### src/hdl/tgs_div.sv
`timescale 1ns / 1ps
`default_nettype none
// ----------------------------------------------------------------------------
// tgs_div
// Restoring divider, one quotient bit per cycle; done pulses with the result.
// ----------------------------------------------------------------------------
module tgs_div #(
    parameter int NW = 32,
    parameter int DW = 29
) (
    input  wire logic          i_clk,
    input  wire logic          i_rst_n,
    input  wire logic          i_start,
    input  wire logic [NW-1:0] i_num,
    input  wire logic [DW-1:0] i_den,
    output logic               o_done,
    output logic [NW-1:0]      o_quot
);

    localparam int KW = $clog2(NW + 1);

    logic          r_busy;
    logic [KW-1:0] r_cnt;
    logic [DW:0]   r_rem;
    logic [NW-1:0] r_q;
    logic [DW-1:0] r_den;
    logic          r_done;

    logic [DW:0] rem_sh;
    logic        ge;

    assign rem_sh = {r_rem[DW-1:0], r_q[NW-1]};
    assign ge     = rem_sh >= {1'b0, r_den};

    always_ff @(posedge i_clk) begin
        if (!i_rst_n) begin
            r_busy <= 1'b0;
            r_done <= 1'b0;
            r_cnt  <= '0;
        end else begin
            r_done <= 1'b0;
            if (i_start) begin
                r_busy <= 1'b1;
                r_cnt  <= KW'(NW);
                r_rem  <= '0;
                r_q    <= i_num;
                r_den  <= i_den;
            end else if (r_busy) begin
                r_rem <= ge ? rem_sh - {1'b0, r_den} : rem_sh;
                r_q   <= {r_q[NW-2:0], ge};
                r_cnt <= r_cnt - KW'(1);
                if (r_cnt == KW'(1)) begin
                    r_busy <= 1'b0;
                    r_done <= 1'b1;
                end
            end
        end
    end

    assign o_done = r_done;
    assign o_quot = r_q;

endmodule
`default_nettype wire

### config.mk
export PLATFORM = sky130hd
export DESIGN_NAME = tgs_div
export DESIGN_NICKNAME = d
export VERILOG_FILES = /design/src/hdl/tgs_div.sv
export SDC_FILE = /design/constraint.sdc
export NUM_CORES = 1
export LEC_CHECK = 0
export BUFFER_PORTS_ARGS = -buffer_cell sky130_fd_sc_hd__buf_4
export CORE_MARGIN = 1.5
export CORE_UTILIZATION = 45
export CTS_CLUSTER_SIZE = 25
export DETAILED_ROUTE_END_ITERATION = 8
export GPL_TIMING_DRIVEN = 1
export PLACE_DENSITY = 0.7
export SLEW_MARGIN = 30
export SYNTH_ARGS = -nofsm -noshare
export SYNTH_HDL_FRONTEND = slang
export SYNTH_SLANG_ARGS = --single-unit
### constraint.sdc
create_clock -name i_clk -period 3.3 [get_ports i_clk]
set_input_delay 0.99 -clock i_clk [delete_from_list [all_inputs] [get_ports i_clk]]
set_output_delay 0.99 -clock i_clk [all_outputs]
set_load 0.01 [all_outputs]
==> key figures <==
Yosys
  – Post-synthesis cell type with the largest combined area: edfxtp_1
  – Post-synthesis net count: 602
  – Post-synth EDFFs: 90
  – Sequential share of the synthesized area: 51.5%
  – Count of cell types in the netlist: 60
  – Area share of the largest cell type after synthesis: between 40% and 50%
  – Count of warnings emitted by yosys: 0
  – Synth Register Bits: just under 100
  – Mapped cell area: ~0.0056 mm2
  – Mean instance size in the synthesized netlist: 11.0 um2
  – Post-synth ARST share: 0%
  – Number of instances in the synthesized netlist: between 500 and 600
  – Top cells by area, synth: edfxtp_1, ha_1, mux2_2, a21oi_1, nand2_1
  – Leading register cell type out of synthesis: edfxtp_1

Flow run
  – Max-cap violations: 0

Die
  – Overall die area: 0.0130 mm2
  – Placement Rows: 40
  – DIE HEIGHT: 114 um
  – Horiz. Die Dim: 114 um
  – Core ar.: around 0.012 mm2
  – Initial Utilization: a little under half
  – Top-level port count: 97

Min path
  – Worst hold path class: reg2reg

Route
  – Post-detailed-route count of antenna-violating nets: 0
  – DRC violations left: 0
  – Average wire per standard cell: 15.8 um
  – Via total after detailed routing: roughly 4200
  – Post-Route WL: between 10 and 15 mm
  – Vias per cell: about 5.6
  – Number of DRC markers after the initial detailed-route iteration: 199
  – Drt first pass iters: 4

Run status
  – Run status: completed

Place
  – Number of I/O port buffers: 96
  – Gp weighted congestion: between 0.8 and 0.9
  – Dpl hpwl: approximately 8.8 mm
  – Post-placement worst setup slack: roughly 0.077 ns

CTS
  – Sinks on Clock Net: 98
  – Worst-path clk slew: 0.07 ns
  – Count of H-tree levels built during CTS: 3
  – Largest buffer count on any clock path: 2
  – Root buffer cell: clkbuf_16
  – Clock network latency to the later pin of the worst-skew pair: 0.36 ns
  – Num CTS Buffers: 9
  – CTS tree: done
  – CTS Hold Buffers Added: 0

STA
  – Maximum frequency from static timing analysis: approximately 0.32 GHz
  – Hold violation count in the final report: 0
  – Number of endpoints failing setup at the final stage: 0
  – Setup total negative slack: 0 ns
  – Setup repair after global routing missed its margin: no
  – Clock tree skew after final layout: between 0.01 and 0.015 ns
  – Share of the cycle needed by the critical path after routing: 93.8%
  – Max transition margin: 54.9%
  – Final Slew Violations: 0
  – Worst Setup Slack, final: slightly above 0.2 ns
  – Slew at the pin closest to its max-slew limit: 0.675 ns
  – Final Critical Period: between 3 and 4 ns

Global route
  – Overall routing resource usage: about a fifth
  – Initial antenna violation count: 0
  – First-pass GRT wire length: between 20 and 25 mm
  – Largest net degree at the start of global routing: between 40 and 50
  – Final global-route overflow total: 0
  – Vias in the first global route: around 4300

Setup path
  – Start-to-end type of the worst setup path: reg2reg
  – Crit Path Max Fanout: 14
  – Data arrival at the endpoint of the critical path: 3.30 ns
  – Type of element launching the critical path: flip-flop
  – Critical Path End Type: flip-flop
  – Data required, critical path: roughly 3.5 ns

Pwr
  – Maximum ir drop on the vdd rail: about 0.33 mV
  – Power Dens Cells: between 500 and 600 mW/mm2
  – Leak: 2.83 nW

Finish
  – Count of fill cells added during filler insertion: roughly 1100
  – Net total in the final layout: slightly above 700
  – Fraction of layout instances using a drive strength above 1: 27.4%
  – Layout-stage area growth over the synthesis result: 22.2%
  – N_diodes: 0
## synth_stat cells (7+ instances only)
cell / n
xnor2_1: 13
o21ai_0: 18
clkbuf_1: 8
dfxtp_1: 8
a21oi_1: 44
a211oi_1: 8
mux2_2: 32
inv_1: 46
nand3_1: 12
ha_1: 31
a21o_1: 10
nor2_1: 23
nand2_1: 54
nor3_1: 12
edfxtp_1: 90
o21bai_1: 7
## metal layers
metal / vias to the layer above / part of all wire [%] / track usage [%]
met5: - / 0 / 0
met3: 13 / 8.3 / 7.94
li1: 2081 / - / -
met1: 2023 / 44 / 24.6
met4: 0 / 1.3 / 5.92
met2: 131 / 47 / 33.0
## area by class of cell
type	count	area [um2]	share of cell area [%]
multi-input combinational	347	2470	36.4
timing repair buffer	110	826	12.2
clock inverter	4	28.8	0.423
inverter	46	173	2.54
sequential	98	2860	42.1
tap	147	184	2.71
clock buffer	12	246	3.63
## layout by cell type, fill, tap and decap left out, types with 13 or more instances in the layout
| cell type | Yosys | final |
|---|---|---|
| ha_1 | 31 | 31 |
| nor2_1 | 23 | 23 |
| buf_4 | 1 | 110 |
| a21oi_1 | 44 | 44 |
| nand2_1 | 54 | 54 |
| xnor2_1 | 13 | 13 |
| o21ai_0 | 18 | 18 |
| edfxtp_1 | 90 | 90 |
| mux2_2 | 32 | 32 |
| inv_1 | 46 | 46 |
## registers in the layout, indices dropped and copies added (netlist names)
register  count
r_den        29
r_busy        1
o_quot       32
r_cnt         6
r_rem        29
o_done        1
## per-stage QoR
stage | cells | total power [mW] | util, % | hold WS (ns) | area (um2)
detailed placement | 743 | 2.43 | 53.8 | 0.512 | 6470
finish | 764 | 3.44 | 56.6 | 0.515 | 6800
global route | 764 | 3.62 | 56.6 | 0.557 | 6800
global placement | 743 | 2.41 | 53.8 | 0.478 | 6470
floorplan | 506 | 2.17 | - | 0.467 | 5560
CTS | 759 | 3.44 | 56.1 | 0.523 | 6740
## path summary, 6_finish.rpt
check                start         to  slack, ns  cells after the start
setup / recovery  r_rem[7]  r_rem[15]       0.21                     10
hold / removal    r_cnt[0]   r_cnt[0]       0.51                      2
setup reg to reg  r_rem[7]  r_rem[15]       0.21                     10
hold reg to reg   r_cnt[0]   r_cnt[0]       0.51                      2
## cells by family (layout without fill, tap and decap cells)
group	count (synthesis)	after routing	synth area share [%]
buffers and inverters	61	172	4.30
muxes	34	34	6.84
AOI/OAI and AO/OA	125	125	15.0
xor gates and xnor gates	19	19	2.99
and+or+nand+nor	137	137	12.1
DFF	98	98	51.5
adders and majority gates	32	32	7.34
## report_power, final
group	internal (mW)	switching [mW]
clock	0.534	0.472
combinational	0.405	0.488
sequential	1.49	0.0513
## repair_timing
item	CTS	global route
endpoints found under the hold margin	0	0
gates resized for setup	0	3
endpoints found under the setup margin	0	25
buffers inserted	0	5
## worst max-delay path: stages, from the launching register on
cell and delay [ns]:
edfxtp_1 0.39, ha_1 0.46, nand3_1 0.16, nor4_4 0.27, a21oi_2 0.11, a211oi_2 0.33
nor2_4 0.11, o31a_4 0.38, buf_4 0.21, or3b_1 0.39, a21oi_1 0.14
No activity file was read; power rests on OpenSTA's default activity.
